$ cat src/rtl/tals_pkg.sv
// ----------------------------------------------------------------------------
// tals_pkg: shared types and constants
// Operation codes, register indexes and controller/datapath command structs.
// ----------------------------------------------------------------------------
package tals_pkg;

    localparam int FEED_W = 16;
    localparam int IVL_W  = 26;
    localparam int PROD_W = 32;

    localparam logic [1:0] OP_LOAD = 2'd0;
    localparam logic [1:0] OP_TICK = 2'd1;
    localparam logic [1:0] OP_SET  = 2'd2;

    localparam logic [1:0] REG_STEPS_Z   = 2'd0;
    localparam logic [1:0] REG_RAPID     = 2'd1;
    localparam logic [1:0] REG_MAX_FEED  = 2'd2;
    localparam logic [1:0] REG_DEF_IVL   = 2'd3;

    localparam logic [PROD_W-1:0] US_PER_MIN   = 32'd60000000;
    localparam logic [IVL_W-1:0]  MIN_INTERVAL = 26'd200;

    typedef struct packed {
        logic prep;      // latch item, compute deltas and product
        logic div_start; // start interval division
        logic commit;    // start move with computed interval
        logic set_pos;   // write position from item
        logic tick;      // apply one tick
        logic emit;      // capture result word
    } tals_cmd_t;

    typedef struct packed {
        logic moving;
        logic zero_len;
        logic div_done;
    } tals_sts_t;

endpackage

$ cat src/rtl/tals_ctrl.sv
// ----------------------------------------------------------------------------
// tals_ctrl: sequencer
// Accepts one word, drives datapath commands, presents the result word.
// ----------------------------------------------------------------------------
module tals_ctrl
    import tals_pkg::*;
(
    input  logic      clk,
    input  logic      rst_n,
    input  logic      in_valid,
    output logic      in_ready,
    input  logic [1:0] op,
    output logic      out_valid,
    input  logic      out_ready,
    input  tals_sts_t sts,
    output tals_cmd_t cmd
);
    typedef enum logic [2:0] {S_IDLE, S_PREP, S_DIV, S_WAIT, S_EMIT} state_t;

    state_t     state_reg;
    logic [1:0] op_reg;
    logic       out_valid_reg;

    assign in_ready  = (state_reg == S_IDLE) && (!out_valid_reg || out_ready);
    assign out_valid = out_valid_reg;

    always_comb
    begin
        cmd           = '0;
        cmd.prep      = in_valid && in_ready;
        cmd.div_start = (state_reg == S_PREP) && (op_reg == OP_LOAD) && !sts.moving
                        && !sts.zero_len;
        cmd.commit    = (state_reg == S_WAIT) && sts.div_done;
        cmd.set_pos   = (state_reg == S_PREP) && (op_reg == OP_SET) && !sts.moving;
        cmd.tick      = (state_reg == S_PREP) && (op_reg == OP_TICK) && sts.moving;
        cmd.emit      = (state_reg == S_EMIT);
    end

    always_ff @(posedge clk or negedge rst_n)
    begin
        if (!rst_n)
        begin
            state_reg     <= S_IDLE;
            op_reg        <= OP_LOAD;
            out_valid_reg <= 1'b0;
        end
        else
        begin
            if (out_valid_reg && out_ready)
                out_valid_reg <= 1'b0;
            unique case (state_reg)
                S_IDLE:
                begin
                    if (in_valid && in_ready)
                    begin
                        op_reg    <= op;
                        state_reg <= S_PREP;
                    end
                end
                S_PREP:
                begin
                    if (cmd.div_start)
                        state_reg <= S_DIV;
                    else
                        state_reg <= S_EMIT;
                end
                S_DIV:  state_reg <= S_WAIT;
                S_WAIT:
                begin
                    if (sts.div_done)
                        state_reg <= S_EMIT;
                end
                S_EMIT:
                begin
                    out_valid_reg <= 1'b1;
                    state_reg     <= S_IDLE;
                end
                default: state_reg <= S_IDLE;
            endcase
        end
    end

`ifndef SYNTH
    a_one_result: assert property (@(posedge clk) disable iff (!rst_n)
        (state_reg == S_EMIT) |=> out_valid_reg)
        else $error("result not presented");
    a_no_accept_busy: assert property (@(posedge clk) disable iff (!rst_n)
        (state_reg != S_IDLE) |-> !in_ready)
        else $error("accept while working");
    a_commit_wait: assert property (@(posedge clk) disable iff (!rst_n)
        cmd.commit |-> (state_reg == S_WAIT))
        else $error("commit out of order");
`endif
endmodule

$ cat config.mk
export PLATFORM = sky130hd
export DESIGN_NAME = tals_ctrl
export DESIGN_NICKNAME = d
export VERILOG_FILES = /design/src/rtl/tals_pkg.sv /design/src/rtl/tals_ctrl.sv
export SDC_FILE = /design/constraint.sdc
export NUM_CORES = 1
export LEC_CHECK = 0
export BUFFER_PORTS_ARGS = -buffer_cell sky130_fd_sc_hd__buf_2
export CAP_MARGIN = 20
export CORE_AREA = 3 3 40 42
export CTS_CLUSTER_DIAMETER = 40
export DETAILED_ROUTE_END_ITERATION = 8
export DIE_AREA = 0 0 43 45
export GPL_TIMING_DRIVEN = 1
export PLACE_DENSITY = 0.58
export SKIP_CTS_REPAIR_TIMING = 1
export SLEW_MARGIN = 0
export SYNTH_ARGS = -nofsm -noshare
export SYNTH_HDL_FRONTEND = slang
export SYNTH_SLANG_ARGS = --single-unit
$ cat constraint.sdc
create_clock -name clk -period 1.3 [get_ports clk]
set_clock_uncertainty 0.15 [all_clocks]
set_input_delay 0.065 -clock clk [delete_from_list [all_inputs] [get_ports clk]]
set_output_delay 0.065 -clock clk [all_outputs]
set_load 0.05 [all_outputs]
# == Yosys cells after proc, flatten, opt, wreduce, memory -nomap -nowiden ==
# Index checks and enable logic that the tools add are counted.
# classes
eq_ne,8
muxes,6
reduce_logical,20
# ops
cell,n
case mux 3 bit (4 select lines),1
logical AND 1 bit,11
2-to-1 mux 3 bit,3
equality test 3 x 2 -> 1 bit (second input constant),2
!= test 2 bit (second input constant),2
AND reduction 2 bit,2
equality test 3 x 1 -> 1 bit (second input constant),1
equality test 3 bit (second input constant),1
zero test 1 bit,3
zero test 3 bit,1
equality test 2 x 1 -> 1 bit (second input constant),1
equality test 2 bit (second input constant),1
zero test 2 bit,1
2-to-1 mux 1 bit,2
nonzero test 2 bit,1
logical OR 1 bit,1
# totals
ff_bits,6
input_bits,9
elab_cells,37

# == Depth between registers and ports, before layout ==
# logic_depth
word_depth,6
mapped_depth,3
mapped_depth_nobuf,3

# == Least setup slack after synthesis ==
# Ideal clock, no wire load.
# synth_path
kind,register -> output
from,reg state_reg[2]
to,out cmd[1] (netlist bit)
arrival_time_ps,2155
path_slack_ps,-1070
stages_incl_launch_ff,3
n_path_buf,0
cell_sequence,dfrtp_1 nand2b_1 nor4_1
# synth_lines
element,line,source
start: declaration,tals_ctrl.sv:20,state_t state_reg;
start signal: assignment,tals_ctrl.sv:43,state_reg <= S_IDLE;
start signal: assignment,tals_ctrl.sv:57,state_reg <= S_PREP;
start signal: assignment,tals_ctrl.sv:63,state_reg <= S_DIV;
end: declaration,tals_ctrl.sv:16,output tals_cmd_t cmd

==> qor.csv <==
stage;metric;value;unit
status;status;finished, violations left;
cells_and_area;leading cell type in the layout, fill and taps excluded;buf_4;
floorplan;num ports;17;
detailed_routing;DR DRC count;0;
worst_setup_path;Worst path max stage delay;540;ps
yosys;Synth cell types;14;
global_routing;Congestion Overflow GR;0;
timing;Worst Tran Pin Value;247;ps
cells_and_area;final design area excluding fillers;771;sq um
status;failing checks;setup timing;
worst_setup_path;crit-path cells;or4_4, nor3_4, buf_6;
floorplan;row cnt;13;
clock_network;clock sinks;6;
global_routing;gr usage total;10.5;%
pwr;power density over the cells;2350;nW/um^2
global_routing;GR Util met2;15.3;%
cells_and_area;max FFs per register;3;
global_routing;global route hottest layer;met2;
yosys;area leader, netlist;dfrtp_1;
place;post-place setup slack;-220;ps
detailed_routing;DRT Wirelength;1090;um
pwr;Max rail drop VDD;0.00105;V
detailed_routing;post-route ant nets;0;
timing;Relative slew margins;83.6;%
timing;RSZ-0062 raised after global routing;yes;
worst_setup_path;CP max FO;2;
yosys;Avg Cell Area, Syn;9.31;sq um
detailed_routing;initial DRC count;3;
timing;setup violators final;11;
place;Post-DP HPWL;729;um
timing;Final WS setup;-406;ps
detailed_routing;vias;398;
yosys;mapped cell area;317;sq um
floorplan;core footprint;1280;sq um
clock_network;CTS Buf Count;3;
yosys;Synth Net Count;43;
floorplan;DIE AREA;1940;sq um
cells_and_area;share of layout cells above drive strength 1;77.0;%
clock_network;clock latency on the worst-skew pair;250;ps
worst_setup_path;Worst Path Arrival;1490;ps
yosys;Synth Warn #;0;
timing;clock period minus worst slack;1710;ps
cells_and_area;Ant. Diodes;0;
global_routing;vias in the first global route;345;
clock_network;CTS tree;built;
clock_network;root buf cell;clkbuf_4;
place;Routability Congestion;0.736;
detailed_routing;DR vias/cell;4.47;
worst_setup_path;r2r worst-path depth;4;
cells_and_area;Layout area overhead;143;%
yosys;part of the Yosys area used for sequential elements;47.4;%
timing;final hold vios;0;
worst_setup_path;Crit. End Element;primary output;
worst_setup_path;Crit-path slowest cell;or4_4;
floorplan;Starting Density;24.6;%
timing;Tcrit/Tclk final;131;%
clock_network;Worst-path clk slew;50;ps
floorplan;chip height;45;um
global_routing;first-pass GRT wire length;1460;um
timing;Slew Limit Fails;0;
global_routing;M3 GR Usage;3.98;%
floorplan;Die Wd;43;um
yosys;post-synthesis register bit count;6;
pwr;Leak Pwr;0.000369;uW
yosys;Synth top area share;47.4;%
timing;Fmax achieved;586;MHz
worst_setup_path;Crit Path Class;flop to primary output;
clock_network;Clock Tree Buf Depth;2;
global_routing;initial antenna violation count;0;
worst_setup_path;Register-to-Register Setup Slack;-220;ps
min_path;hold crit path type;input port to asynchronous set/reset pin;
place;placed instance area;527;sq um
clock_network;H-tree levels;1;
global_routing;largest net degree at the start of global routing;7;
worst_setup_path;Worst Path Required;1090;ps
detailed_routing;Wirelength per Cell;12.3;um
worst_setup_path;CP startpoint kind;flop;
cells_and_area;most frequent cells in the layout;11 x buf_4, 9 x buf_2, 9 x buf_6, 5 x nand2_1;
detailed_routing;DR pass1 iterations;4;
global_routing;met1 Use GR;13.6;%
yosys;cells after synthesis;34;
run;number of max-cap violations;0;
yosys;dominant cells by area after synthesis;dfrtp_1 47%, nand2_1 9.5%, mux2_2 7.1%, nand2b_1 5.9%, nor3_4 5.1%;
cells_and_area;Final #Nets;84;
place;PortBufs;16;
==> cell families (layout without fill, tap and decap cells) <==
| kind of cell | Yosys count | count (layout) | synth area share, % |
|---|---|---|---|
| and+or+nand+nor | 21 | 21 | 37.6 |
| DFF | 6 | 6 | 47.4 |
| muxes | 2 | 2 | 7.11 |
| AOI/OAI and AO/OA | 3 | 3 | 5.53 |
| buffers and inverters | 2 | 42 | 2.37 |
==> metrics by stage <==
stage,hold slack [ps],TNS [ps],power (uW),utilization (%),instances
floorplan,-381,-1570,876,-,34
global placement,-255,-731,1160,41.0,74
detailed placement,-251,-885,1180,41.0,74
CTS,-521,-2780,1380,43.0,78
global route,22.1,-2790,1910,60.0,89
finish,9.18,-2260,1810,60.0,89
==> path summary, 6_finish.rpt <==
check                                               from                        to
worst min-delay path                               rst_n  state_reg[2]$_DFFE_PN0P_
max in group asynchronous                          rst_n  state_reg[0]$_DFFE_PN0P_
worst min register to register     op_reg[1]$_DFFE_PN0P_     op_reg[1]$_DFFE_PN0P_
worst max register to register  state_reg[2]$_DFFE_PN0P_     op_reg[0]$_DFFE_PN0P_
worst max-delay path               op_reg[0]$_DFFE_PN0P_                    cmd[4]
min in group clk                                  sts[0]  state_reg[2]$_DFFE_PN0P_
==> routing by layer <==
layer / share of wire, % / vias to the layer above / wire length (um)
met5: 0 / - / 0
met3: 5.2 / 2 / 57
li1: - / 197 / -
met2: 53 / 13 / 578
met4: 1.6 / 0 / 17
met1: 40 / 186 / 440
==> worst max-delay path, delay by kind of cell, from the launching register on <==
kind                   cells  cell delay, ps
buffers and inverters      1             180
DFF                        1             380
and+or+nand+nor            2             680
==> synthesized netlist by cell type (all sizes together) <==
library cell	count
inv	2
nor3	2
nand2b	3
or4	1
nor2	4
nand2	8
nand3b	1
nor4	1
o21bai	1
a21oi	2
nand4b	1
dfrtp	6
mux2	2
==> report_power, final <==
| part | total (uW) | switching [uW] | internal [uW] |
|---|---|---|---|
| Sequential | 336 | 66.7 | 269 |
| Clock | 190 | 73.2 | 117 |
| Combinational | 1280 | 656 | 626 |
| Total | 1810 | 796 | 1010 |
==> layout make-up <==
| class | count | area, sq um |
|---|---|---|
| inverters | 2 | 7.51 |
| fillers | 128 | 514 |
| repair buffers | 36 | 314 |
| flip-flops and latches | 6 | 153 |
| multi-input cells | 26 | 251 |
| clock buffers | 4 | 26.3 |
| well taps | 15 | 18.8 |
Note: power is estimated with default switching activity, not from simulation.
