### config.mk
export PLATFORM = sky130hd
export DESIGN_NAME = tals_dp
export DESIGN_NICKNAME = d
export VERILOG_FILES = /design/src/rtl/tals_pkg.sv /design/src/rtl/tals_dp.sv
export SDC_FILE = /design/constraint.sdc
export NUM_CORES = 2
export LEC_CHECK = 0
export BUFFER_PORTS_ARGS = -buffer_cell sky130_fd_sc_hd__buf_2
export CORE_AREA = 10 10 468 470
export CTS_BUF_LIST = sky130_fd_sc_hd__clkbuf_4
export CTS_CLUSTER_DIAMETER = 60
export DETAILED_ROUTE_END_ITERATION = 7
export DIE_AREA = 0 0 478 480
export GPL_ROUTABILITY_DRIVEN = 0
export SLEW_MARGIN = 20
export SYNTH_ARGS = -nofsm -noshare
export SYNTH_HDL_FRONTEND = slang
export SYNTH_SLANG_ARGS = --single-unit
### constraint.sdc
create_clock -name clk -period 12.5 [get_ports clk]
set_clock_uncertainty 0.1 [all_clocks]
set_input_delay 0 -clock clk [delete_from_list [all_inputs] [get_ports clk]]
set_output_delay 0 -clock clk [all_outputs]
set_load 0.1 [all_outputs]
### src/rtl/tals_pkg.sv
// ----------------------------------------------------------------------------
// tals_pkg: shared types and constants
// Operation codes, register indexes and controller/datapath command structs.
// ----------------------------------------------------------------------------
package tals_pkg;

    localparam int FEED_W = 16;
    localparam int IVL_W  = 26;
    localparam int PROD_W = 32;

    localparam logic [1:0] OP_LOAD = 2'd0;
    localparam logic [1:0] OP_TICK = 2'd1;
    localparam logic [1:0] OP_SET  = 2'd2;

    localparam logic [1:0] REG_STEPS_Z   = 2'd0;
    localparam logic [1:0] REG_RAPID     = 2'd1;
    localparam logic [1:0] REG_MAX_FEED  = 2'd2;
    localparam logic [1:0] REG_DEF_IVL   = 2'd3;

    localparam logic [PROD_W-1:0] US_PER_MIN   = 32'd60000000;
    localparam logic [IVL_W-1:0]  MIN_INTERVAL = 26'd200;

    typedef struct packed {
        logic prep;      // latch item, compute deltas and product
        logic div_start; // start interval division
        logic commit;    // start move with computed interval
        logic set_pos;   // write position from item
        logic tick;      // apply one tick
        logic emit;      // capture result word
    } tals_cmd_t;

    typedef struct packed {
        logic moving;
        logic zero_len;
        logic div_done;
    } tals_sts_t;

endpackage

### src/rtl/tals_dp.sv
// ----------------------------------------------------------------------------
// tals_dp: step datapath
// Position, Bresenham error terms, interval divider and tick countdown.
// ----------------------------------------------------------------------------
module tals_dp
    import tals_pkg::*;
#(
    parameter int POS_BITS = 32
)
(
    input  logic              clk,
    input  logic              rst_n,
    input  tals_cmd_t         cmd,
    output tals_sts_t         sts,
    input  logic [1:0]        cfg_index,
    input  logic [31:0]       cfg_data,
    input  logic              cfg_we,
    input  logic signed [31:0] in_x,
    input  logic signed [31:0] in_y,
    input  logic signed [31:0] in_z,
    input  logic [2:0]        in_keep,
    input  logic [15:0]       in_feed,
    input  logic              in_rapid,
    output logic [2:0]        res_step,
    output logic [2:0]        res_dir,
    output logic              res_busy,
    output logic              res_done,
    output logic signed [31:0] res_px,
    output logic signed [31:0] res_py,
    output logic signed [31:0] res_pz
);
    localparam int CNT_W = $clog2(PROD_W + 1);

    logic [FEED_W-1:0] steps_z_reg, rapid_reg, max_feed_reg;
    logic [IVL_W-1:0]  def_ivl_reg;

    logic signed [POS_BITS-1:0] pos_reg [3];
    logic signed [POS_BITS-1:0] tgt_reg [3];
    logic signed [POS_BITS-1:0] item_pos_reg [3];
    logic [POS_BITS-1:0] adelta_reg [3];
    logic [POS_BITS-1:0] err_reg [3];
    logic [POS_BITS-1:0] longest_reg, steps_done_reg;
    logic [IVL_W-1:0]    ivl_reg, cnt_reg;
    logic [2:0]          dir_reg;
    logic                moving_reg;

    logic signed [POS_BITS:0] d_reg [3];
    logic [PROD_W-1:0]   prod_reg;

    logic [PROD_W-1:0]   quo_reg, rem_reg;
    logic [CNT_W-1:0]    bit_cnt_reg;
    logic                div_busy_reg, div_done_reg;

    logic [2:0]          step_reg;
    logic                done_reg;

    logic signed [POS_BITS-1:0] in_t [3];
    logic signed [POS_BITS-1:0] t_sel [3];
    logic signed [POS_BITS:0]   d_c [3];
    logic [POS_BITS-1:0]        a_c [3];
    logic [POS_BITS-1:0]        longest_c;
    logic [FEED_W-1:0]          feed_c;
    logic [POS_BITS:0]          e_c [3];
    logic [POS_BITS-1:0]        e_new [3];
    logic [2:0]                 step_c;
    logic [PROD_W:0]            rem_sh;
    logic [IVL_W-1:0]           ivl_c;
    logic [POS_BITS-1:0]        sd_inc;

    assign in_t[0] = in_x[POS_BITS-1:0];
    assign in_t[1] = in_y[POS_BITS-1:0];
    assign in_t[2] = in_z[POS_BITS-1:0];

    always_comb
    begin
        longest_c = '0;
        for (int i = 0; i < 3; i++)
        begin
            t_sel[i] = in_keep[i] ? pos_reg[i] : in_t[i];
            d_c[i]   = {t_sel[i][POS_BITS-1], t_sel[i]} - {pos_reg[i][POS_BITS-1], pos_reg[i]};
            a_c[i]   = d_c[i][POS_BITS] ? POS_BITS'(-d_c[i]) : d_c[i][POS_BITS-1:0];
            if (a_c[i] > longest_c)
                longest_c = a_c[i];
        end
        feed_c = in_rapid ? rapid_reg : in_feed;
        if (feed_c > max_feed_reg)
            feed_c = max_feed_reg;
        step_c = '0;
        for (int i = 0; i < 3; i++)
        begin
            e_c[i] = {1'b0, err_reg[i]} + {1'b0, adelta_reg[i]};
            if (e_c[i] >= {1'b0, longest_reg})
            begin
                e_new[i]  = POS_BITS'(e_c[i] - {1'b0, longest_reg});
                step_c[i] = 1'b1;
            end
            else
                e_new[i] = e_c[i][POS_BITS-1:0];
        end
        sd_inc = steps_done_reg + 1'b1;
        rem_sh = {rem_reg, US_PER_MIN[PROD_W-1 - bit_cnt_reg[CNT_W-2:0]]};
        if (prod_reg == '0)
            ivl_c = def_ivl_reg;
        else if (quo_reg < PROD_W'(MIN_INTERVAL))
            ivl_c = MIN_INTERVAL;
        else
            ivl_c = quo_reg[IVL_W-1:0];
    end

    assign sts.moving   = moving_reg;
    assign sts.zero_len = (longest_reg == '0);
    assign sts.div_done = div_done_reg;

    always_ff @(posedge clk or negedge rst_n)
    begin
        if (!rst_n)
        begin
            steps_z_reg  <= 16'd3930;
            rapid_reg    <= 16'd1000;
            max_feed_reg <= 16'd1000;
            def_ivl_reg  <= 26'd1000;
            for (int i = 0; i < 3; i++)
            begin
                pos_reg[i]      <= '0;
                tgt_reg[i]      <= '0;
                item_pos_reg[i] <= '0;
                adelta_reg[i]   <= '0;
                err_reg[i]      <= '0;
                d_reg[i]        <= '0;
            end
            longest_reg    <= '0;
            steps_done_reg <= '0;
            ivl_reg        <= '0;
            cnt_reg        <= '0;
            dir_reg        <= '0;
            moving_reg     <= 1'b0;
            div_busy_reg   <= 1'b0;
            div_done_reg   <= 1'b0;
            bit_cnt_reg    <= '0;
            step_reg       <= '0;
            done_reg       <= 1'b0;
        end
        else
        begin
            if (cfg_we)
            begin
                unique case (cfg_index)
                    REG_STEPS_Z:  steps_z_reg  <= cfg_data[FEED_W-1:0];
                    REG_RAPID:    rapid_reg    <= cfg_data[FEED_W-1:0];
                    REG_MAX_FEED: max_feed_reg <= cfg_data[FEED_W-1:0];
                    REG_DEF_IVL:  def_ivl_reg  <= cfg_data[IVL_W-1:0];
                    default: ;
                endcase
            end
            if (cmd.prep)
            begin
                step_reg <= '0;
                done_reg <= 1'b0;
                div_done_reg <= 1'b0;
                for (int i = 0; i < 3; i++)
                    item_pos_reg[i] <= in_t[i];
                if (!moving_reg)
                begin
                    for (int i = 0; i < 3; i++)
                    begin
                        tgt_reg[i]    <= t_sel[i];
                        d_reg[i]      <= d_c[i];
                        adelta_reg[i] <= a_c[i];
                    end
                    longest_reg <= longest_c;
                    prod_reg    <= PROD_W'(feed_c) * PROD_W'(steps_z_reg);
                end
            end
            if (cmd.div_start)
            begin
                div_busy_reg <= (prod_reg != '0);
                div_done_reg <= (prod_reg == '0);
                bit_cnt_reg  <= '0;
                rem_reg      <= '0;
                quo_reg      <= '0;
                for (int i = 0; i < 3; i++)
                begin
                    err_reg[i] <= longest_reg >> 1;
                    if (d_reg[i] != '0)
                        dir_reg[i] <= (i == 2) ? d_reg[i][POS_BITS] : !d_reg[i][POS_BITS];
                end
            end
            else if (div_busy_reg)
            begin
                if (rem_sh >= {1'b0, prod_reg})
                begin
                    rem_reg <= PROD_W'(rem_sh - {1'b0, prod_reg});
                    quo_reg <= {quo_reg[PROD_W-2:0], 1'b1};
                end
                else
                begin
                    rem_reg <= rem_sh[PROD_W-1:0];
                    quo_reg <= {quo_reg[PROD_W-2:0], 1'b0};
                end
                bit_cnt_reg <= bit_cnt_reg + 1'b1;
                if (bit_cnt_reg == CNT_W'(PROD_W - 1))
                begin
                    div_busy_reg <= 1'b0;
                    div_done_reg <= 1'b1;
                end
            end
            if (cmd.commit)
            begin
                div_done_reg   <= 1'b0;
                ivl_reg        <= ivl_c;
                cnt_reg        <= ivl_c;
                steps_done_reg <= '0;
                moving_reg     <= 1'b1;
            end
            if (cmd.set_pos)
            begin
                for (int i = 0; i < 3; i++)
                    pos_reg[i] <= item_pos_reg[i];
            end
            if (cmd.tick)
            begin
                if (cnt_reg > IVL_W'(1))
                    cnt_reg <= cnt_reg - 1'b1;
                else
                begin
                    cnt_reg <= ivl_reg;
                    for (int i = 0; i < 3; i++)
                        err_reg[i] <= e_new[i];
                    step_reg       <= step_c;
                    steps_done_reg <= sd_inc;
                    if (sd_inc >= longest_reg)
                    begin
                        for (int i = 0; i < 3; i++)
                            pos_reg[i] <= tgt_reg[i];
                        moving_reg <= 1'b0;
                        done_reg   <= 1'b1;
                    end
                end
            end
        end
    end

    always_ff @(posedge clk)
    begin
        if (cmd.emit)
        begin
            res_step <= step_reg;
            res_dir  <= dir_reg;
            res_busy <= moving_reg;
            res_done <= done_reg;
            res_px   <= 32'(pos_reg[0]);
            res_py   <= 32'(pos_reg[1]);
            res_pz   <= 32'(pos_reg[2]);
        end
    end

`ifndef SYNTH
    a_done_idle: assert property (@(posedge clk) disable iff (!rst_n)
        (cmd.tick && done_reg) |-> !moving_reg)
        else $error("done while moving");
    a_div_excl: assert property (@(posedge clk) disable iff (!rst_n)
        !(div_busy_reg && div_done_reg))
        else $error("divider state clash");
    a_move_nonzero: assert property (@(posedge clk) disable iff (!rst_n)
        $rose(moving_reg) |-> (longest_reg != '0))
        else $error("empty move started");
`endif
endmodule

# After elaboration in Yosys (flattened, before gate mapping)
# Memory sizes are Yosys's and may differ from the RTL's.
# Cells that the tools add are included.
# Widths: inputs -> output; s select.
# word_totals
register_bits	985
romBits	32
inputBits	159
output_inout_bits	107
elab_cells	159
memories	1
# op_classes
n_addsub	17
n_mul	1
n_lt_le_gt_ge	12
eq_ne	4
muxes	58
bitwise_logic	1
reduce_logical	20
# mem_list
name	depth	width	read_ports	rd_ports_with_merged_regs	wr	line_no	text
(name not given)	32	1	1	0	0	tals_dp.sv:101	rem_sh = {rem_reg, US_PER_MIN[PROD_W-1 - bit_cnt_reg[CNT_W-2:0]]};
# ops
cell	count
$mux 96	7
$mux 32	18
$ge 33x32->1	4
$mux 26	5
$sub 32x32->32	4
$add 32x32->33	3
$reduce_bool 33->1	3
$sub 32x32->33	3
$neg 32->32	3
$gt 32x32->1	2
$logic_not 32->1	2
$add 32x1->32 const B	1
$ge 32x32->1	1
$gt 32x1->1 const B	1
$lt 32x6->1 const B	1
$lt 32x8->1 const B	1
$mul 16x16->32	1
$mux 16	2
$reduce_bool 32->1	1
$gt 26x1->1 const B	1
$sub 26x1->26 const B	1
$mux 1	21
$gt 16x16->1	1
$reduce_and 2->1	8
12 further kinds	18

# Logic depth before layout (Yosys ltp)
# depth
word_depth	10
depth_mapped	49
mapped_depth_nobuf	45

# Least setup slack after synthesis
# OpenSTA, ideal clock, no wires.
# synth_timing
path_kind	in2reg
start	in in_keep[0]
end	reg longest_reg[0]
setup_ns	0.135
arrival_time_ns	9.700
t_required_ns	12.265
slack_ns	2.565
stages	48
n_path_buf	5
path_cell_list	clkbuf_1 > clkbuf_1 > mux2i_1 > ha_1 > inv_1 > fa_1 > a21o_1 > a311o_1 > a2111o_1 > nand4_2 > o211ai_4 > or4_4 > or4_1 > o31ai_1 > xnor2_1 > and3_1 > nand4_1 > or4_1 > [... 12 more ...] > clkbuf_1 > o311ai_1 > nor2b_1 > ha_1 > nor2b_1 > o21a_1 > o21a_1 > o21a_1 > o21a_1 > o21a_1 > o21a_1 > o21a_1 > o211ai_1 > nand2_1 > clkbuf_1 > buf_1 > nor3_1 > a21oi_1
# synth_between
elab_chain_cells	10
# synth_rtl
item	line_no	text
start: declaration	tals_dp.sv:21	input logic [2:0] in_keep,
$mux 32 *	tals_dp.sv:79	t_sel[i] = in_keep[i] ? pos_reg[i] : in_t[i];
$sub 32x32->33 *	tals_dp.sv:80	d_c[i] = {t_sel[i][POS_BITS-1], t_sel[i]} - {pos_reg[i][POS_BITS-1], pos_reg[i]};
$neg 32->32	tals_dp.sv:81	a_c[i] = d_c[i][POS_BITS] ? POS_BITS'(-d_c[i]) : d_c[i][POS_BITS-1:0];
$mux 32 *	tals_dp.sv:81	
$gt 32x1->1	tals_dp.sv:82	if (a_c[i] > longest_c)
$mux 32 *	tals_dp.sv:82	
$gt 32x32->1	tals_dp.sv:82	
$mux 32 *	tals_dp.sv:82	
$gt 32x32->1	tals_dp.sv:82	
$mux 32 *	tals_dp.sv:82	
end signal: assignment	tals_dp.sv:170	longest_reg <= longest_c;
end: declaration	tals_dp.sv:42	logic [POS_BITS-1:0] longest_reg, steps_done_reg;
# Mark *: on every way between the ends. The rest lies on a longest branch, timed or not.
# A chain may end at the register's enable or synchronous reset.

==> key figures <==
Run status
  • Result of the run: finished, final reports clean

Cells and area
  • Fraction of layout cells with a size suffix above 1: 0.149
  • Fin area: between 80000 and 90000 sq um
  • Post-layout net count: approximately 10000
  • Fill cells: 20571
  • Largest register FFs: 99
  • Layout area overhead: 17.8%

Logic synthesis
  • Post-synth EDFFs: 200
  • Mapped Nets: 8971
  • Syn avg cell area: roughly 9.0 sq um
  • Ys async rst share: 0.796
  • Post-synthesis compound-gate area fraction: 0.153
  • Portion of netlist area occupied by mux cells: 0.0796
  • Yosys Warn Count: 0
  • Register area share after synthesis: 0.352
  • Synth Cell Area: about 73000 sq um
  • Synthesized-area fraction occupied by adder cells: 0.150
  • Distinct cells, synth: 104
  • Simple-Gate Fraction of Synth Area: 0.164
  • Xor/xnor share of the synthesized area: 0.0507
  • Mapped Cells: 8064
  • Number of synthesized register bits: 982
  • Largest family of logic cells by synthesized area: simple AND/OR/NAND/NOR gates
  • Ys flop type: dfrtp_1

Timing
  • Max_slew headroom: 0.201
  • Unrepaired setup endpoints after global routing: false
  • Final Cycle Share: 0.913
  • Final Hold Viols: 0
  • Least-Margin Pin Slew: 1.19 ns
  • Fmax: a little under 90 MHz
  • Final WS setup: between 1 and 1.5 ns
  • Max Slew Vio Count: 0
  • Final Setup Violations: 0
  • Post-layout min period: approximately 11 ns
  • Total negative slack: 0 ns

Global routing
  • Total Routing Usage GR: 0.191
  • Largest net degree at the start of global routing: roughly 140
  • Number of global-route vias before repair: 63606
  • Gr ovfl total: 0
  • First-pass GRT wire length: about 360000 um
  • Initial antenna violation count: 15

Worst setup path
  • Worst Setup EP: longest_reg[6]$_DFFE_PN0P_
  • CP required: between 10 and 15 ns
  • Critical path origin: in_keep[0]
  • Cells on worst reg2reg path: 43
  • Slowest-stage cell, CP: dlygate4sd3_1
  • Critical R2R Launch: pos_reg[70]$_DFF_PN0_
  • Largest stage delay on the critical path: about 0.88 ns
  • Crit Path Max Fanout: 49
  • CP most frequent cell: o21a_1
  • Crit Path Category: input pin to flip-flop
  • Crit path capture type: flip-flop
  • WP data arrival: around 13 ns
  • RR Endpoint: longest_reg[6]$_DFFE_PN0P_
  • Startpoint types: input pin
  • Worst reg2reg setup slack: ~1.4 ns

Routing
  • Post-Route WL: 225000 um
  • Wirelength per Cell: ~19 um
  • Initial DRC Count: between 4000 and 5000
  • Routed vias: 63064
  • Vias per cell: 5.30
  • First drt pass iteration count: 6
  • DRC: 0
  • Final ANT Viol Nets: 0

Die
  • DIE AREA: 229000 sq um
  • Site Rows: 168
  • Height of the die: between 400 and 500 um
  • Die Span X: 478 um
  • Ports: around 270
  • Starting Density: 0.348
  • Core Area: 209000 sq um

Job
  • Max Cap Viol: 0

Worst hold path
  • Min-delay worst type: input pin to flip-flop

Clock network
  • # Post-CTS Setup Buffers: 0
  • CTS Buf Count: roughly 300
  • CTS tree: yes
  • CTS H-tree lvls: 5
  • Hold Buf Count CTS: around 500
  • Skew-Pair Late Insertion Delay: between 1 and 1.5 ns
  • Root Driver: clkbuf_4
  • PostCTS Resize Cnt: 0
  • Clk buf depth: 4
  • Clock Sinks: 982
  • Clk slew on worst S/H paths: ~0.060 ns

Placement
  • DPL Wire Length: about 160000 um
  • Port Buf Inserts: approximately 260
  • Setup Slack @ Placement: between 1 and 1.5 ns
  • DP Area: between 70000 and 80000 sq um
-- synth_stat cells (33+ instances only) --
cell      instances  area share
mux2_2          414       0.064
o31ai_1          33      0.0034
xor2_1          138       0.017
and3_1           56      0.0048
nand3_1         119      0.0082
nand2_1        1321       0.068
o211ai_1         67      0.0069
nor4_1           73      0.0063
a21oi_1         388       0.027
clkbuf_1        293       0.015
nand2b_1         75      0.0064
o21ai_0         667       0.046
a31oi_1          63      0.0054
nor3_1          102      0.0070
mux2i_1         113       0.016
dfrtp_1         756        0.26
inv_1           641       0.033
ha_1            544       0.094
and2_1          133       0.011
or3_1            33      0.0028
nor2_1          413       0.021
xnor2_1         274       0.033
edfxtp_1        200       0.083
nand4_1          87      0.0075
a21o_1          153       0.016
o21a_1           70      0.0072
o21bai_1         53      0.0055
a211oi_1         75      0.0077
nor2b_1          70      0.0060
fa_1            204       0.056
-- metrics by stage --
stage | hold slack (ns) | util | cells
6_report | 0.149 | 0.410 | 11890
5_1_grt | 0.0670 | 0.410 | 11886
4_1_cts | 0.00437 | 0.410 | 11872
3_5_place_dp | -0.0882 | 0.369 | 10884
3_3_place_gp | -0.0895 | 0.369 | 10884
2_1_floorplan | -0.396 | - | 8064
-- layout by cell type (no fill, tap or decap), types with 153 or more instances in the layout --
cell           Yosys  layout
a21oi_1          388     387
o21ai_0          667     666
nor2_1           413     409
inv_1            641     641
dlygate4sd3_1      0     482
mux2_2           414     414
nand2_1         1321    1321
edfxtp_1         200     200
clkbuf_4           0     442
xnor2_1          274     274
a21o_1           153     153
buf_2              8     254
fa_1             204     204
dfrtp_1          756     755
ha_1             544     544
-- cell families after synthesis --
family / Yosys count
simple gates: 2608
compound gates: 1803
flops: 982
buf+inv: 979
fa+ha+maj: 748
mux: 527
xor+xnor: 417
-- metal layers --
metal	up-vias	GRT usage	part of all wire
met5	-	0	0.000094
met4	4	0.0723	0.034
met3	461	0.0400	0.073
met2	2009	0.302	0.45
met1	30768	0.255	0.44
li1	29822	-	-
-- final cells by class --
type	count	area, sq um	share of cell area
Antenna cell	17	42.5	0.000496
Multi-Input combinational cell	6103	43600	0.508
Clock inverter	59	298	0.00347
Inverter	642	2410	0.0281
Timing Repair Buffer	840	7030	0.0819
Sequential cell	982	25600	0.299
Tap cell	2805	3510	0.0409
Clock buffer	442	3320	0.0387
-- how the worst min path moves through the flow --
stage	start	to	slack, ns	depth (start not counted)
global placement	rst_n	pos_reg[10]$_DFF_PN0_	-0.09	1
floorplan	rst_n	adelta_reg[10]$_DFFE_PN0P_	-0.40	0
CTS	in_x[25]	tgt_reg[89]$_DFFE_PN0P_	0.004	6
global route	cfg_data[7]	rapid_reg[7]$_DFFE_PN1P_	0.07	4
finish	in_y[6]	tgt_reg[38]$_DFFE_PN0P_	0.15	6
detailed placement	rst_n	tgt_reg[10]$_DFFE_PN0P_	-0.09	1
-- worst max-delay path: cells and delay by family --
family | cells | cell delay [ns]
AO/OA/AOI/OAI | 23 | 4.85
AND/OR/NAND/NOR | 12 | 3.23
buffers and inverters | 7 | 2.91
adder cells (fa/ha/maj) | 3 | 0.95
multiplexers | 1 | 0.40
XOR/XNOR | 1 | 0.15
Power is left out: the tool's default activity adds up to more than one toggle a clock period on the data nets, which glitch-free logic cannot reach.
